===== src/design/string_to_integer_parser_macros.svh =====
// assertion helpers for the string to integer parser
`ifndef STRING_TO_INTEGER_PARSER_MACROS_SVH
`define STRING_TO_INTEGER_PARSER_MACROS_SVH

// same-cycle implication
`define STIP_ASSERT_NOW(label, clk, rst, ante, cons) \
   label: assert property (@(posedge clk) disable iff (rst) (ante) |-> (cons)) \
      else $error("stip check failed");

// next-cycle implication
`define STIP_ASSERT_NEXT(label, clk, rst, ante, cons) \
   label: assert property (@(posedge clk) disable iff (rst) (ante) |=> (cons)) \
      else $error("stip check failed");

`endif


===== src/design/stip_pkg.sv =====
package stip_pkg;

   localparam logic [7:0] CHAR_SPACE = 8'h20;
   localparam logic [7:0] CHAR_TAB   = 8'h09;
   localparam logic [7:0] CHAR_LF    = 8'h0A;
   localparam logic [7:0] CHAR_CR    = 8'h0D;
   localparam logic [7:0] CHAR_VT    = 8'h0B;
   localparam logic [7:0] CHAR_FF    = 8'h0C;
   localparam logic [7:0] CHAR_PLUS  = 8'h2B;
   localparam logic [7:0] CHAR_MINUS = 8'h2D;
   localparam logic [7:0] CHAR_ZERO  = 8'h30;
   localparam logic [7:0] CHAR_NINE  = 8'h39;
   localparam logic [7:0] CHAR_UP_A  = 8'h41;
   localparam logic [7:0] CHAR_UP_Z  = 8'h5A;
   localparam logic [7:0] CHAR_LO_A  = 8'h61;
   localparam logic [7:0] CHAR_LO_Z  = 8'h7A;
   localparam logic [7:0] CHAR_UP_X  = 8'h58;
   localparam logic [7:0] CHAR_LO_X  = 8'h78;
   localparam logic [7:0] UPPER_BIAS = 8'd55;
   localparam logic [7:0] LOWER_BIAS = 8'd87;

   localparam int unsigned DIGIT_W = 6;
   localparam logic [DIGIT_W-1:0] RADIX_MIN = 6'd2;
   localparam logic [DIGIT_W-1:0] RADIX_MAX = 6'd36;
   localparam logic [DIGIT_W-1:0] RADIX_OCT = 6'd8;
   localparam logic [DIGIT_W-1:0] RADIX_DEC = 6'd10;
   localparam logic [DIGIT_W-1:0] RADIX_HEX = 6'd16;
   localparam logic [DIGIT_W-1:0] RADIX_AUTO = 6'd0;

   localparam int unsigned OFFSET_W = 12;
   localparam int unsigned RESULT_W = 32;

   typedef struct packed {
      logic               digit_valid;
      logic [DIGIT_W-1:0] digit;
      logic               is_space;
      logic               is_sign;
      logic               minus_sign;
      logic               is_zero;
      logic               is_x;
   } char_class_type;

endpackage


===== src/design/stip_char_class.sv =====
module stip_char_class
   import stip_pkg::*;
(
   input  logic [7:0]     ch,
   output char_class_type cls
);

   logic [7:0] digit_wide;

   always_comb begin
      cls = '0;
      digit_wide = '0;
      if (ch >= CHAR_ZERO && ch <= CHAR_NINE) begin
         digit_wide = ch - CHAR_ZERO;
         cls.digit_valid = 1'b1;
      end else if (ch >= CHAR_UP_A && ch <= CHAR_UP_Z) begin
         digit_wide = ch - UPPER_BIAS;
         cls.digit_valid = 1'b1;
      end else if (ch >= CHAR_LO_A && ch <= CHAR_LO_Z) begin
         digit_wide = ch - LOWER_BIAS;
         cls.digit_valid = 1'b1;
      end
      cls.digit = digit_wide[DIGIT_W-1:0];
      cls.is_space = (ch == CHAR_SPACE) || (ch == CHAR_TAB) || (ch == CHAR_LF) ||
                     (ch == CHAR_CR) || (ch == CHAR_VT) || (ch == CHAR_FF);
      cls.is_sign = (ch == CHAR_PLUS) || (ch == CHAR_MINUS);
      cls.minus_sign = (ch == CHAR_MINUS);
      cls.is_zero = (ch == CHAR_ZERO);
      cls.is_x = (ch == CHAR_UP_X) || (ch == CHAR_LO_X);
   end

endmodule


===== src/design/string_to_integer_parser.sv =====
// chan | dir | tdata fields, lsb first                                     | transaction
// req  | in  | ch[7:0] first[8] radix_request[14:9] pad                    | one character
// rsp  | out | value[31:0] end_offset[43:32] converted[44] overflow[45] pad | one number
// one character per cycle sustained, unless a full result register stalls an ending character;
// characters wait in the input register, and a number's result is registered from there
// the multiply-add by the radix and the limit compare set the path between the two registers
// reset is synchronous, active high, and leaves the parser idle until a first character
// a full result register stalls only a character that ends a number; others pass through
`include "string_to_integer_parser_macros.svh"

module string_to_integer_parser
   import stip_pkg::*;
#(
   parameter int MAX_CHARS  = 4096,
   parameter int VALUE_BITS = 32
) (
   input  logic        clock,
   input  logic        reset,
   input  logic        req_tvalid,
   output logic        req_tready,
   input  logic [15:0] req_tdata,   // ch, first, radix_request, zero pad
   output logic        rsp_tvalid,
   input  logic        rsp_tready,
   output logic [47:0] rsp_tdata    // value, end_offset, converted, overflow, zero pad
);

   localparam int PW = $clog2(MAX_CHARS);
   localparam int PROD_W = VALUE_BITS + DIGIT_W + 1;
   localparam logic [PW-1:0] POS_LAST = PW'(MAX_CHARS - 1);

   typedef enum logic [2:0] {
      PH_IDLE, PH_SPACE, PH_SIGNED, PH_ZERO, PH_PREFIX, PH_DIGITS
   } phase_type;

   phase_type               phase_ff, phase_in, cur_phase;
   logic                    neg_ff, neg_in, cur_neg;
   logic [DIGIT_W-1:0]      radix_ff, radix_in, cur_radix, r_eff;
   logic [VALUE_BITS-1:0]   acc_ff, acc_in, cur_acc, take_acc, lim, num_val;
   logic                    sat_ff, sat_in, cur_sat, take_sat;
   logic [PW-1:0]           pos_ff, pos_in, cur_pos, pos_inc;

   logic                    in_valid_ff;
   logic [7:0]              ch_ff;
   logic                    first_ff;
   logic [DIGIT_W-1:0]      radix_req_ff;

   logic                    rsp_valid_ff;
   logic [RESULT_W-1:0]     value_ff, value_in;
   logic [OFFSET_W-1:0]     end_ff, end_in;
   logic                    conv_ff, conv_in;
   logic                    ovf_ff, ovf_in;

   char_class_type          cls;
   logic                    digit_ok, prod_over, emit, out_free, advance;
   logic [PROD_W-1:0]       prod;
   logic [PW-1:0]           end_pos;
   logic [VALUE_BITS-1:0]   emit_val;
   logic [63:0]             val_wide;
   logic [31:0]             end_wide;

   stip_char_class u_class (
      .ch  (ch_ff),
      .cls (cls)
   );

   always_comb begin
      cur_phase = first_ff ? PH_SPACE : phase_ff;
      cur_neg   = first_ff ? 1'b0 : neg_ff;
      cur_radix = first_ff ? radix_req_ff : radix_ff;
      cur_acc   = first_ff ? '0 : acc_ff;
      cur_sat   = first_ff ? 1'b0 : sat_ff;
      cur_pos   = first_ff ? '0 : pos_ff;
      pos_inc   = (cur_pos < POS_LAST) ? cur_pos + 1'b1 : cur_pos;

      if (cur_radix == RADIX_AUTO) begin
         r_eff = (cur_phase == PH_ZERO) ? RADIX_OCT : RADIX_DEC;
      end else begin
         r_eff = cur_radix;
      end

      lim = {1'b1, {(VALUE_BITS-1){1'b0}}};
      if (!cur_neg) begin
         lim = lim - 1'b1;
      end
      digit_ok  = cls.digit_valid && (r_eff >= RADIX_MIN) && (r_eff <= RADIX_MAX) &&
                  (cls.digit < r_eff);
      prod      = PROD_W'(cur_acc) * PROD_W'(r_eff) + PROD_W'(cls.digit);
      prod_over = prod > PROD_W'(lim);
      if (cur_sat) begin
         take_acc = cur_acc;
      end else if (prod_over) begin
         take_acc = lim;
      end else begin
         take_acc = prod[VALUE_BITS-1:0];
      end
      take_sat = cur_sat | prod_over;
      num_val  = cur_neg ? -cur_acc : cur_acc;

      phase_in = cur_phase;
      neg_in   = cur_neg;
      radix_in = cur_radix;
      acc_in   = cur_acc;
      sat_in   = cur_sat;
      pos_in   = (cur_phase == PH_IDLE) ? cur_pos : pos_inc;
      emit     = 1'b0;
      emit_val = '0;
      end_pos  = '0;
      conv_in  = 1'b0;
      ovf_in   = 1'b0;

      case (cur_phase)
         PH_SPACE, PH_SIGNED: begin
            if (cur_phase == PH_SPACE && cls.is_space) begin
               phase_in = PH_SPACE;
            end else if (cur_phase == PH_SPACE && cls.is_sign) begin
               neg_in   = cls.minus_sign;
               phase_in = PH_SIGNED;
            end else if ((cur_radix == RADIX_AUTO || cur_radix == RADIX_HEX) &&
                         cls.is_zero) begin
               phase_in = PH_ZERO;
            end else begin
               radix_in = r_eff;
               if (digit_ok) begin
                  acc_in   = take_acc;
                  sat_in   = take_sat;
                  phase_in = PH_DIGITS;
               end else begin
                  emit     = 1'b1;
                  phase_in = PH_IDLE;
               end
            end
         end
         PH_ZERO: begin
            if (cls.is_x) begin
               radix_in = RADIX_HEX;
               phase_in = PH_PREFIX;
            end else begin
               radix_in = r_eff;
               if (digit_ok) begin
                  acc_in   = take_acc;
                  sat_in   = take_sat;
                  phase_in = PH_DIGITS;
               end else begin
                  emit     = 1'b1;
                  emit_val = num_val;
                  end_pos  = cur_pos;
                  conv_in  = 1'b1;
                  ovf_in   = cur_sat;
                  phase_in = PH_IDLE;
               end
            end
         end
         PH_PREFIX: begin
            if (digit_ok) begin
               acc_in   = take_acc;
               sat_in   = take_sat;
               phase_in = PH_DIGITS;
            end else begin
               emit     = 1'b1;
               end_pos  = (cur_pos == '0) ? '0 : cur_pos - 1'b1;
               conv_in  = 1'b1;
               phase_in = PH_IDLE;
            end
         end
         PH_DIGITS: begin
            if (digit_ok) begin
               acc_in = take_acc;
               sat_in = take_sat;
            end else begin
               emit     = 1'b1;
               emit_val = num_val;
               end_pos  = cur_pos;
               conv_in  = 1'b1;
               ovf_in   = cur_sat;
               phase_in = PH_IDLE;
            end
         end
         default: begin
            phase_in = PH_IDLE;
         end
      endcase

      val_wide = 64'(emit_val);
      end_wide = 32'(end_pos);
      value_in = val_wide[RESULT_W-1:0];
      end_in   = end_wide[OFFSET_W-1:0];
   end

   assign out_free   = !rsp_valid_ff || rsp_tready;
   assign advance    = in_valid_ff && (!emit || out_free);
   assign req_tready = !in_valid_ff || advance;
   assign rsp_tvalid = rsp_valid_ff;
   assign rsp_tdata  = {2'b00, ovf_ff, conv_ff, end_ff, value_ff};

   always_ff @(posedge clock) begin
      if (reset) begin
         in_valid_ff  <= 1'b0;
         rsp_valid_ff <= 1'b0;
         phase_ff     <= PH_IDLE;
         neg_ff       <= 1'b0;
         radix_ff     <= RADIX_DEC;
         acc_ff       <= '0;
         sat_ff       <= 1'b0;
         pos_ff       <= '0;
      end else begin
         if (req_tvalid && req_tready) begin
            in_valid_ff  <= 1'b1;
            ch_ff        <= req_tdata[7:0];
            first_ff     <= req_tdata[8];
            radix_req_ff <= req_tdata[14:9];
         end else if (advance) begin
            in_valid_ff <= 1'b0;
         end
         if (advance) begin
            phase_ff <= phase_in;
            neg_ff   <= neg_in;
            radix_ff <= radix_in;
            acc_ff   <= acc_in;
            sat_ff   <= sat_in;
            pos_ff   <= pos_in;
         end
         if (advance && emit) begin
            rsp_valid_ff <= 1'b1;
            value_ff     <= value_in;
            end_ff       <= end_in;
            conv_ff      <= conv_in;
            ovf_ff       <= ovf_in;
         end else if (rsp_tready) begin
            rsp_valid_ff <= 1'b0;
         end
      end
   end

   `STIP_ASSERT_NEXT(a_emit_loads_rsp, clock, reset, advance && emit, rsp_valid_ff)
   `STIP_ASSERT_NOW(a_no_digit_zero, clock, reset, rsp_valid_ff && !conv_ff,
                    value_ff == '0 && end_ff == '0 && !ovf_ff)
   `STIP_ASSERT_NEXT(a_idle_after_emit, clock, reset, advance && emit,
                     phase_ff == PH_IDLE)

endmodule


===== config.mk =====
export PLATFORM = sky130hd
export DESIGN_NAME = string_to_integer_parser
export DESIGN_NICKNAME = d
export VERILOG_FILES = /design/src/design/stip_pkg.sv /design/src/design/stip_char_class.sv /design/src/design/string_to_integer_parser.sv
export VERILOG_INCLUDE_DIRS = /design/src /design/src/design
export SDC_FILE = /design/constraint.sdc
export NUM_CORES = 1
export LEC_CHECK = 0
export ABC_AREA = 1
export ABC_CLOCK_PERIOD_IN_PS = 18900
export BUFFER_PORTS_ARGS = -buffer_cell sky130_fd_sc_hd__buf_4
export CAP_MARGIN = 5
export CORE_ASPECT_RATIO = 0.75
export CORE_MARGIN = 4
export CORE_UTILIZATION = 45
export DETAILED_ROUTE_END_ITERATION = 7
export GPL_ROUTABILITY_DRIVEN = 0
export PLACE_DENSITY_LB_ADDON = 0.15
export SYNTH_ARGS = -nofsm -noshare
export SYNTH_HDL_FRONTEND = slang
export SYNTH_SLANG_ARGS = --single-unit

===== constraint.sdc =====
create_clock -name clock -period 18.9 [get_ports clock]
set_input_delay 2.835 -clock clock [delete_from_list [all_inputs] [get_ports clock]]
set_output_delay 2.835 -clock clock [all_outputs]
set_load 0.02 [all_outputs]

Yosys cells after proc, flatten, opt, wreduce, memory -nomap -nowiden. Index checks and enable logic that the tools add are counted.

Add/sub/neg operators: 7. Multiply operators: 1. Magnitude comparators: 11. Equality and inequality tests: 17. Mux-type cells: 69. Bitwise gates (word level): 2. Reduce and logical (&&, ||, !) cells: 35.

Operators by type and width (number): 32-bit 2-to-1 mux (12); 32-bit case mux with 3 select lines (1); 12-bit 2-to-1 mux (7); 32-bit case mux with 2 select lines (1); 6-bit 2-to-1 mux (9); 8-bit by 4-bit == test with 1-bit output, second input constant (5); 38-bit by 6-bit adder with 39-bit output (1); 39-bit by 32-bit > comparator with 1-bit output (1); 32-bit by 6-bit multiplier with 38-bit output (1); 12-bit case mux with 3 select lines (1); 8-bit by 6-bit == test with 1-bit output, second input constant (4); 32-bit negation (1); 1-bit 2-to-1 mux (24); 3-bit 2-to-1 mux (7); 8-bit by 7-bit == test with 1-bit output, second input constant (2); 8-bit by 7-bit greater-or-equal comparator with 1-bit output, second input constant (2); 8-bit by 7-bit less-or-equal comparator with 1-bit output, second input constant (2); 12-bit by 1-bit adder with 12-bit output, second input constant (1); 1-bit logical AND (12); 12-bit logical NOT (1); 12-bit < comparator, second input constant (1); 3-bit case mux with 4 select lines (1); 6-bit case mux with 2 select lines (1); 12-bit by 1-bit subtractor with 12-bit output, second input constant (1); 23 further kinds (43).

Register bits after elaboration: 118. Output and inout bits: 50. Word-level logic and storage cells: 157.

Logic depth before layout (Yosys ltp). Gate-level depths: netlist of run 1.

Depth in word-level cells: 19. Mapped depth: 46. Mapped depth without buffers: 45.

Hierarchy. A second synthesis of run 1 with hierarchy kept.

Cell total of the unflattened synthesis: 2107. Area total of the unflattened synthesis: 14920.6 um^2.

By module, submodules not included: string_to_integer_parser (times used 1, cells an instance 1988, area an instance 14271.2 um^2); stip_char_class (times used 1, cells an instance 119, area an instance 649.4 um^2).

Worst setup path after synthesis of run 1. Ideal clock, no wire load.

Path type: reg-to-reg. Start point: reg first_ff. End point: reg acc_ff[10]. Arrival time: 6645 ps. Required time: 18782 ps. Setup slack: 12137 ps. Stages on the path, launching flop included: 37. Buffers on the path: 3. Cells stage by stage: edfxtp_1 > buf_6 > buf_6 > nor2_4 > inv_2 > nor3_2 > o21ai_1 > inv_2 > nor2_1 > fa_1 > inv_1 > fa_1 > inv_1 > fa_1 > fa_1 > ha_1 > nand2_1 > nand2_1 > a21oi_1 > nand2_1 > a21oi_1 > o21ai_0 > nand3_1 > nand2_1 > xnor2_1 > inv_1 > ha_1 > nand2_1 > nor4_1 > nand4_1 > nand2_1 > nand2_1 > nor2_1 > clkbuf_1 > nand3_1 > nand3_1 > a21oi_1.

Word-level cells in the longest chain between the ends: 16. Elaborated cells between the ends (all ways): 47.

RTL lines: start: declaration (RTL line string_to_integer_parser.sv:44) `logic first_ff;`; start signal: assignment (RTL line string_to_integer_parser.sv:209) `first_ff <= req_tdata[8];`; parallel branches: the longest is 16 deep, another holds 38-bit by 6-bit adder with 39-bit output; end signal: assignment (RTL line string_to_integer_parser.sv:218) `acc_ff <= acc_in;`; end: declaration (RTL line string_to_integer_parser.sv:38) `logic [VALUE_BITS-1:0] acc_ff, acc_in, cur_acc, take_acc, lim, num_val;`.

Several ways; the timed one is not identified. A chain may end at the register's enable or synchronous reset.

Worst setup path in the final report of run 1.
Start point: reg first_ff. End point: reg acc_ff[26].

Same word-level chain as after synthesis.

==> results of run 1 <==
[placed cells by master, fill, tap and decap left out, types with 10 or more instances in the layout]
cell                        instances
sky130_fd_sc_hd__a211oi_1          10
sky130_fd_sc_hd__xor2_1            45
sky130_fd_sc_hd__ha_1             136
sky130_fd_sc_hd__nand2_2           10
sky130_fd_sc_hd__nand4_1           20
sky130_fd_sc_hd__o21ai_0           62
sky130_fd_sc_hd__fa_1             124
sky130_fd_sc_hd__nor2_1           344
sky130_fd_sc_hd__inv_1            315
sky130_fd_sc_hd__nand2_1          473
sky130_fd_sc_hd__nand3_1          118
sky130_fd_sc_hd__inv_2             14
sky130_fd_sc_hd__nor3_1            16
sky130_fd_sc_hd__buf_4             78
sky130_fd_sc_hd__a21oi_1          155
sky130_fd_sc_hd__edfxtp_1          61
sky130_fd_sc_hd__clkbuf_16         19
sky130_fd_sc_hd__dfxtp_1           57
[kinds of logic after synthesis]
logic type | after synthesis | share of synthesized area (%)
AO/OA/AOI/OAI | 279 | 10.4
other | 1 | 0.0250
flip-flops | 118 | 19.8
XOR/XNOR | 52 | 3.03
buffers and inverters | 397 | 10.6
adder cells (fa/ha/maj) | 260 | 27.9
AND/OR/NAND/NOR | 1021 | 28.3
[where the power goes]
group / total, mW / switching, mW / internal [mW]
registers: 0.289 / 0.00814 / 0.281
clock network: 0.367 / 0.129 / 0.238
logic: 0.226 / 0.155 / 0.0710
total: 0.883 / 0.293 / 0.590
[final timing paths]
| check | startpoint | endpoint | slack (ns) | cells after the start |
|---|---|---|---|---|
| max | first_ff | acc_ff[26] | 8.12 | 37 |
| max reg2reg | first_ff | acc_ff[26] | 8.12 | 37 |
| min | pos_ff[7] | pos_ff[7] | 0.46 | 2 |
| min reg2reg | pos_ff[7] | pos_ff[7] | 0.46 | 2 |
[stage by stage]
step | cells | hold WS [ns] | setup slack (ns)
2_1_floorplan | 2129 | 0.430 | 12.14
3_3_place_gp | 2582 | 0.441 | 8.54
3_5_place_dp | 2582 | 0.456 | 8.40
4_1_cts | 2614 | 0.464 | 8.32
5_1_grt | 2614 | 0.481 | 7.32
6_report | 2614 | 0.460 | 8.12
[worst reg2reg max path: cells and delay by family (launching register included)]
family                   cells  cell delay, ns
flip-flops                   1            0.33
XOR/XNOR                     1            0.21
adder cells (fa/ha/maj)      6            2.43
AO/OA/AOI/OAI                6            2.02
AND/OR/NAND/NOR             16            3.78
buffers and inverters        8            1.95
[area by class of cell]
| class | instances | share of cell area [%] |
|---|---|---|
| clock inverter | 13 | 1.14 |
| inverter | 330 | 7.51 |
| tap | 442 | 3.35 |
| timing repair buffer | 78 | 3.55 |
| multi-input combinational | 1614 | 63.5 |
| clock buffer | 19 | 2.88 |
| sequential | 118 | 18.0 |
[metal layers]
layer / track usage (%) / vias to the layer above
met5: 0 / -
met4: 3.95 / 0
met3: 5.19 / 31
met1: 36.2 / 6648
met2: 36.4 / 380
li1: - / 6819
[registers in the layout, summed over array words and instances, names as in the netlist, 3 cells and up]
signal and flops:
acc_ff 32, value_ff 32, end_ff 12, pos_ff 12, ch_ff 8, radix_ff 6, radix_req_ff 6, phase_ff 3
==> results.py, run 1 <==
metrics = {
    "clock_tree": {
        "clockBufferDepth": 2,
        "post-cts-setup-buffer-count": 0,
        "insertion_delay_ns": 0.43,
        "cts_hold_buffers": 0,
        "post_cts.resized_instances": 0,
        "cts_root_buf": "sky130_fd_sc_hd__clkbuf_16",
        "cts_num_sinks": 118,
        "clock_pin_transition_on_the_worst_setup_and_hold_timing_paths_ns": 0.06,
        "cts_made_buffers": 17,
        "tritoncts": "built",
        "clock_tree.htree_level_count": 4,
    },
    "detailed_routing": {
        "met2RoutedLength_um": 19000,
        "wirelength_um": 43600,
        "met3_length_um": 2980,
        "route.detailed.drc": 0,
        "dr.max_layer_used": "met4",
        "drt_pre_antenna_iters": 5,
        "drt_iter0_markers": 1132,
        "wl_met1_um": 21200,
        "via_count": 13900,
        "drt-wirelength-per-cell_um": 16.7,
        "drtAntennaViolNets": 0,
        "via_density_per_instance": 5.31,
    },
    "logic_synthesis": {
        "syn-instance-count": 2128,
        "synth_top_cell_area_share_pct": 16.5,
        "synthesis.area_um2": 15000,
        "seq_area_frac_synth_pct": 19.8,
        "post-synth-top-count-cell": "sky130_fd_sc_hd__nand2_1",
        "synth-edff-count": 61,
        "netlist_top_cells_count": "sky130_fd_sc_hd__nand2_1, sky130_fd_sc_hd__nor2_1, sky130_fd_sc_hd__inv_1",
        "synthTopCellsByArea": "sky130_fd_sc_hd__fa_1, sky130_fd_sc_hd__edfxtp_1, sky130_fd_sc_hd__nand2_1",
        "synth.ff_latch_count": 118,
        "synth_warnings": 0,
        "synth_area_per_cell_um2": 7.05,
        "synthDominantAreaCellType": "sky130_fd_sc_hd__fa_1",
        "yosys_most_used_dff": "sky130_fd_sc_hd__edfxtp_1",
        "async_reset_ff_share_pct": 0,
        "post_synth_num_cell_types": 54,
    },
    "die": {
        "rows": 57,
        "core_um2": 32700,
        "floorplan.die_area_um2": 36400,
        "die_height_um": 166,
        "num_io_pins": 70,
        "chipWidth_um": 219,
        "initial_core_util_pct": 46.0,
    },
    "setup_path": {
        "timing.critical_path.required_ns": 19.25,
        "cp_slowest_stage_delay_ns": 0.80,
        "cp_num_buf_inv": 8,
        "worstSetupEndpointType": "register",
        "cp_top_family": "simple AND/OR/NAND/NOR gates",
        "critical_path_peak_fanout": 47,
        "crit_arrival_ns": 11.13,
        "setup.worst_path.class": "register to register",
        "timing.critical_path.slowest_stage_cell": "sky130_fd_sc_hd__o21ai_1",
        "critical_path.startpoint_type": "register",
        "dominant_cell_type_by_count_on_the_critical_path": "sky130_fd_sc_hd__nand2_1",
    },
    "global_routing": {
        "grt_pass1_vias": 13400,
        "grt_util_all_layers_pct": 24.2,
        "grt_max_degree": 100,
        "grt_overflow_total": 0,
        "grt_antenna_before_repair": 0,
        "wire_length_of_the_first_global_routing_pass_um": 71400,
    },
    "flow_run": {
        "cap_viol_max_count": 0,
    },
    "finish": {
        "fin_nets": 2439,
        "final_core_utilization_pct": 50.5,
        "share_of_final_layout_standard_cells_stronger_than_drive_strength_1_pct": 7.78,
        "areaGrowthSynthToFinish_pct": 9.90,
        "stdcell_area_um2": 16500,
        "diodes": 0,
        "filler_cell_count": 3286,
        "multi_input_area_um2": 10500,
        "sequential_cell_area_um2": 2970,
    },
    "sta": {
        "finalSetupViolations": 0,
        "final_max_slew_viol_count": 0,
        "worst_slew_pin_slew_ns": 1.02,
        "layout_min_cycle_time_ns": 10.78,
        "final_hold_viol_count": 0,
        "finalCritPeriodShare_pct": 57.0,
        "unrepaired_setup_endpoints_after_global_routing": "no",
        "slew-limit-headroom_pct": 31.7,
        "final_clock_skew_ns": 0.00842,
        "fmaxAchievable_ghz": 0.0927,
        "fin_tns_setup_ns": 0,
    },
    "place": {
        "dpl.hpwl_um": 34300,
        "placedInstanceArea_um2": 15800,
        "port_buffers": 66,
    },
    "run_status": {
        "status": "finished clean",
    },
    "power": {
        "leakage_nw": 8.54,
        "power_density_nw_per_um2": 53.5,
        "final_total_power_uw": 883,
        "vdd.ir_drop.worst_uv": 60.7,
    },
    "worst_hold_path": {
        "worstHoldPathType": "register to register",
    },
}
Note: power is estimated with default switching activity, not from simulation.
==> run 2: changes to the inputs <==
ABC_CLOCK_PERIOD_IN_PS = 9600   (was 18900)
clock period = 9.6 ns   (was 18.9 ns; I/O delays follow)
==> run 2 against run 1 <==
Setup slack got worse by 6.8 ns. Critical endpoint is now acc_ff[30]. Core utilization up 0.25 points. Via count rose by 0.40%. Sequential power is 96% higher. Hold slack worse by 0.0010 ns. Clock power up 86%. Total power rose by 94%. Largest cell class unchanged. Non-clock buffer count is 13 higher.
==> results.py, run 2 (synthesis gave the netlist of run 1 again) <==
metrics = {
    "run_status": {
        "status": "finished clean",
    },
    "sta": {
        "fmaxAchievable_ghz": 0.121,
        "unrepaired_setup_endpoints_after_global_routing": "no",
        "post-route-worst-setup-slack_ns": 1.30,
        "finalCritPeriodShare_pct": 86.4,
        "final_clock_skew_ns": 0.00854,
        "layout_min_cycle_time_ns": 8.30,
        "worst_slew_pin_slew_ns": 1.07,
        "slew-limit-headroom_pct": 28.7,
        "finalSetupViolations": 0,
        "final_hold_viol_count": 0,
        "final_max_slew_viol_count": 0,
        "fin_tns_setup_ns": 0,
    },
    "power": {
        "power_density_nw_per_um2": 103,
        "vdd.ir_drop.worst_uv": 108,
        "leakage_nw": 8.57,
    },
    "finish": {
        "areaGrowthSynthToFinish_pct": 10.5,
        "layout_commonest_cell": "sky130_fd_sc_hd__nand2_1",
        "share_of_final_layout_standard_cells_stronger_than_drive_strength_1_pct": 8.28,
        "fin_nets": 2452,
        "reg.largest.list": "acc_ff x32, value_ff x32",
        "layout.cells.most_common_list": "sky130_fd_sc_hd__nand2_1, sky130_fd_sc_hd__nor2_1, sky130_fd_sc_hd__inv_1",
        "diodes": 0,
    },
    "clock_tree": {
        "cts_root_buf": "sky130_fd_sc_hd__clkbuf_16",
        "tritoncts": "built",
        "clock_pin_transition_on_the_worst_setup_and_hold_timing_paths_ns": 0.06,
        "insertion_delay_ns": 0.43,
        "cts_made_buffers": 17,
        "post_cts.resized_instances": 0,
        "post-cts-setup-buffer-count": 0,
        "clockBufferDepth": 2,
        "clock_tree.htree_level_count": 4,
        "cts_hold_buffers": 0,
        "cts_num_sinks": 118,
    },
    "detailed_routing": {
        "wirelength_um": 43700,
        "via_count": 13900,
        "via_density_per_instance": 5.30,
        "drtAntennaViolNets": 0,
        "drt_iter0_markers": 1416,
        "drt-wirelength-per-cell_um": 16.6,
        "drt_pre_antenna_iters": 5,
        "route.detailed.drc": 0,
    },
    "global_routing": {
        "grt_pass1_vias": 13100,
        "grt_overflow_total": 0,
        "wire_length_of_the_first_global_routing_pass_um": 70500,
        "grt_max_degree": 100,
        "grt_util_all_layers_pct": 23.9,
        "grt_antenna_before_repair": 0,
    },
    "die": {
        "die_height_um": 166,
        "num_io_pins": 70,
        "chipWidth_um": 219,
        "core_um2": 32700,
        "initial_core_util_pct": 46.0,
        "rows": 57,
        "floorplan.die_area_um2": 36400,
    },
    "setup_path": {
        "crit_arrival_ns": 8.66,
        "startpoint": "first_ff",
        "cp_slowest_stage_delay_ns": 0.47,
        "critical_path.startpoint_type": "register",
        "worstSetupEndpointType": "register",
        "worst-r2r-setup-slack_ns": 1.30,
        "setup.worst_path.end": "acc_ff[30]",
        "timing.critical_path.required_ns": 9.96,
        "timing.rr.start": "first_ff",
        "dominant_cell_type_by_count_on_the_critical_path": "sky130_fd_sc_hd__nand2_1",
        "timing.critical_path.slowest_stage_cell": "sky130_fd_sc_hd__fa_1",
        "setup.worst_path.class": "register to register",
        "critical_path_peak_fanout": 31,
        "timing.rr.end": "acc_ff[30]",
        "ff2ff_path_depth": 40,
    },
    "place": {
        "place_worst_setup_slack_ns": 1.48,
        "dpl.hpwl_um": 34500,
        "port_buffers": 66,
    },
    "worst_hold_path": {
        "timing.hold.worst.start": "pos_ff[7]",
        "worstHoldPathType": "register to register",
    },
    "flow_run": {
        "cap_viol_max_count": 0,
    },
}
==> run 2: worst min-delay path by stage <==
stage / depth (start not counted) / end
final: 2 / pos_ff[7]
after global routing: 2 / pos_ff[1]
after CTS: 2 / pos_ff[7]
after detailed placement: 2 / pos_ff[7]
after global placement: 2 / pos_ff[7]
after floorplan: 2 / pos_ff[7]
==> run 2: final cells by class <==
class                      instances  area (um^2)
multi-input combinational       1614        10500
sequential                       118         2970
clock buffer                      19          443
timing repair buffer              91          708
fill                            3251        16100
inverter                         330         1240
clock inverter                    13          180
tap                              442          553
==> run 2: power breakdown <==
part / total (mW) / internal (mW) / switching, mW
Clock: 0.682 / 0.439 / 0.243
Combinational: 0.460 / 0.145 / 0.315
Sequential: 0.567 / 0.554 / 0.0136
==> run 2: critical path, delay by kind of cell, from the launching register on <==
| kind | cells | cell delay, ns |
|---|---|---|
| AO/OA/AOI/OAI | 6 | 1.20 |
| XOR/XNOR | 1 | 0.20 |
| adder cells (fa/ha/maj) | 6 | 2.40 |
| buffers and inverters | 10 | 1.55 |
| flip-flops | 1 | 0.40 |
| AND/OR/NAND/NOR | 17 | 2.48 |
==> run 2: routing by layer <==
layer  track usage [%]  vias to the layer above  routed length (um)
li1                  -                     6841                   -
met1              35.8                     6580               20700
met2              35.7                      463               19000
met3              4.55                       50                3270
met4              5.69                        0                 788
met5                 0                        -                   0
==> run 2: stage by stage <==
step | util (%) | power, mW | instances | hold WS (ns) | cell area [um^2]
2_1_floorplan | - | 0.899 | 2129 | 0.430 | 15000
4_1_cts | 50.8 | 1.72 | 2627 | 0.461 | 16600
3_3_place_gp | 48.9 | 1.03 | 2595 | 0.441 | 16000
6_report | 50.8 | 1.71 | 2627 | 0.459 | 16600
3_5_place_dp | 48.9 | 1.03 | 2595 | 0.454 | 16000
5_1_grt | 50.8 | 1.80 | 2627 | 0.488 | 16600
==> run 3: changes to the inputs <==
BUFFER_PORTS_ARGS = unset   (was -buffer_cell sky130_fd_sc_hd__buf_4)
CORE_ASPECT_RATIO = 1.25   (was 0.75)
DONT_BUFFER_PORTS = 1   (was unset)
SYNTH_HIERARCHICAL = 1   (was unset)
==> run 3 against run 2 <==
Sequential power rose by 2%. Setup slack got worse by 0.025 ns. Global-route usage fell by 0.24 points. Core utilization shrank 2.0 points. Routed wire length down 4.1%. Combinational power fell by 13%. Synthesized area is 0.60% lower. Die area fell by 0.61%. Highest routed layer unchanged. Clock power is 8.4% lower. Final cell count decreased by 4.0%. Critical endpoint is now acc_ff[19]. Total power down 6.2%. Via count shrank 3.5%.
==> results.py, run 3 <==
metrics = {
    "clock_tree": {
        "cts_root_buf": "sky130_fd_sc_hd__clkbuf_16",
        "post_cts.resized_instances": 0,
        "post-cts-setup-buffer-count": 0,
        "clockBufferDepth": 2,
        "clock_tree.htree_level_count": 4,
        "cts_made_buffers": 17,
        "insertion_delay_ns": 0.43,
        "clock_pin_transition_on_the_worst_setup_and_hold_timing_paths_ns": 0.05,
        "tritoncts": "built",
        "cts_hold_buffers": 0,
        "cts_num_sinks": 118,
    },
    "worst_hold_path": {
        "worstHoldPathType": "register to register",
    },
    "power": {
        "vdd.ir_drop.worst_uv": 176,
        "leakage_nw": 8.11,
        "power_density_nw_per_um2": 101,
    },
    "detailed_routing": {
        "route.detailed.drc": 0,
        "drtAntennaViolNets": 0,
        "via_count": 13400,
        "drt_pre_antenna_iters": 5,
        "drt-wirelength-per-cell_um": 16.6,
        "via_density_per_instance": 5.33,
        "wirelength_um": 41900,
        "drt_iter0_markers": 891,
    },
    "global_routing": {
        "grt_overflow_total": 0,
        "grt_antenna_before_repair": 0,
        "wire_length_of_the_first_global_routing_pass_um": 68800,
        "grt_pass1_vias": 13300,
        "grt_util_all_layers_pct": 23.7,
        "grt_max_degree": 59,
    },
    "finish": {
        "share_of_final_layout_standard_cells_stronger_than_drive_strength_1_pct": 5.47,
        "layout.cells.most_common_list": "sky130_fd_sc_hd__nand2_1, sky130_fd_sc_hd__nor2_1, sky130_fd_sc_hd__inv_1",
        "final_cells": 2522,
        "reg.largest.list": "acc_ff x32, value_ff x32",
        "fin_nets": 2370,
        "areaGrowthSynthToFinish_pct": 6.83,
        "filler_cell_count": 3296,
        "diodes": 0,
        "layout_commonest_cell": "sky130_fd_sc_hd__nand2_1",
    },
    "sta": {
        "final_clock_skew_ns": 0.00779,
        "final_max_slew_viol_count": 0,
        "smallest_hold_slack_ns": 0.451,
        "finalCritPeriodShare_pct": 86.7,
        "slew-limit-headroom_pct": 29.8,
        "worst_slew_pin_slew_ns": 1.05,
        "unrepaired_setup_endpoints_after_global_routing": "no",
        "post-route-worst-setup-slack_ns": 1.28,
        "layout_min_cycle_time_ns": 8.32,
        "fmaxAchievable_ghz": 0.120,
        "finalSetupViolations": 0,
        "fin_tns_setup_ns": 0,
        "final_hold_viol_count": 0,
    },
    "logic_synthesis": {
        "syn-instance-count": 2107,
        "async_reset_ff_share_pct": 0,
        "seq_area_frac_synth_pct": 19.9,
        "synthTopCellsByArea": "sky130_fd_sc_hd__fa_1, sky130_fd_sc_hd__nand2_1, sky130_fd_sc_hd__edfxtp_1",
        "synth_area_per_cell_um2": 7.08,
        "synth_warnings": 6,
        "synthDominantAreaCellType": "sky130_fd_sc_hd__fa_1",
        "synth_top_cell_area_share_pct": 16.6,
        "post-synth-top-count-cell": "sky130_fd_sc_hd__nand2_1",
        "synthesis.area_um2": 14900,
        "yosys_most_used_dff": "sky130_fd_sc_hd__edfxtp_1",
        "synth.ff_latch_count": 118,
        "netlist_top_cells_count": "sky130_fd_sc_hd__nand2_1, sky130_fd_sc_hd__nor2_1, sky130_fd_sc_hd__inv_1",
        "synth-edff-count": 61,
        "post_synth_num_cell_types": 57,
    },
    "setup_path": {
        "worstSetupEndpointType": "register",
        "timing.critical_path.slowest_stage_cell": "sky130_fd_sc_hd__fa_1",
        "crit_arrival_ns": 8.68,
        "dominant_cell_type_by_count_on_the_critical_path": "sky130_fd_sc_hd__nand2_1",
        "setup.worst_path.class": "register to register",
        "timing.critical_path.required_ns": 9.96,
        "cp_slowest_stage_delay_ns": 0.55,
        "critical_path_peak_fanout": 34,
        "critical_path.startpoint_type": "register",
    },
    "place": {
        "dpl.hpwl_um": 33500,
        "dpl.cell_count": 2490,
        "port_buffers": 0,
        "place_worst_setup_slack_ns": 1.40,
    },
    "run_status": {
        "status": "finished clean",
    },
    "die": {
        "num_io_pins": 70,
        "chipWidth_um": 171,
        "die_height_um": 212,
        "core_um2": 32700,
        "floorplan.die_area_um2": 36200,
        "initial_core_util_pct": 45.7,
        "rows": 74,
    },
    "flow_run": {
        "cap_viol_max_count": 0,
    },
}
## run 3: final cells by class
type	count	area, um^2	area share, %
multi-input combinational	1600	10400	65.3
timing repair buffer	28	235	1.48
tap	418	523	3.28
clock inverter	11	109	0.683
inverter	326	1230	7.69
sequential	118	2970	18.7
clock buffer	21	460	2.89
## run 3: cell families (layout without fill, tap and decap cells)
group / Yosys count / count (layout) / synth area share (%)
adders and majority gates: 259 / 259 / 28.0
other: 1 / 2 / 0.0251
and+or+nand+nor: 986 / 986 / 27.2
AOI/OAI and AO/OA: 305 / 305 / 11.7
xor gates and xnor gates: 48 / 48 / 2.82
buffers and inverters: 390 / 386 / 10.4
DFF: 118 / 118 / 19.9
## run 3: through the flow
step	util, %	instance area [um^2]	total power [mW]
final	48.8	15900	1.60
after detailed placement	47.0	15400	0.985
after floorplan	-	14900	0.876
after global routing	48.8	15900	1.68
after global placement	47.0	15400	0.979
after CTS	48.8	15900	1.61
## run 3: path summary, 6_finish.rpt
kind	startpoint	depth (start not counted)	slack, ns	endpoint
max	first_ff	38	1.28	acc_ff[19]
min	radix_ff[3]	2	0.45	radix_ff[3]
max reg2reg	first_ff	38	1.28	acc_ff[19]
min reg2reg	radix_ff[3]	2	0.45	radix_ff[3]
## run 3: routing by layer
| layer | vias up | wire length (um) | GRT usage [%] |
|---|---|---|---|
| met2 | 380 | 20400 | 41.0 |
| met3 | 73 | 2140 | 3.46 |
| met4 | 0 | 1300 | 7.98 |
| li1 | 6670 | - | - |
| met5 | - | 0 | 0 |
| met1 | 6317 | 18000 | 30.4 |
## run 3: power by group
part,total [mW],switching [mW],internal [mW],leakage (nW)
Combinational,0.398,0.275,0.123,6.86
Sequential,0.580,0.0238,0.557,0.967
Clock,0.625,0.234,0.391,0.281
## run 3: worst max-delay path, delay by kind of cell, from the launching register on
family	cells	cell delay, ns
buf+inv	7	1.59
compound gates	5	0.92
simple gates	19	2.46
flops	1	0.49
fa+ha+maj	6	2.54
xor+xnor	1	0.22
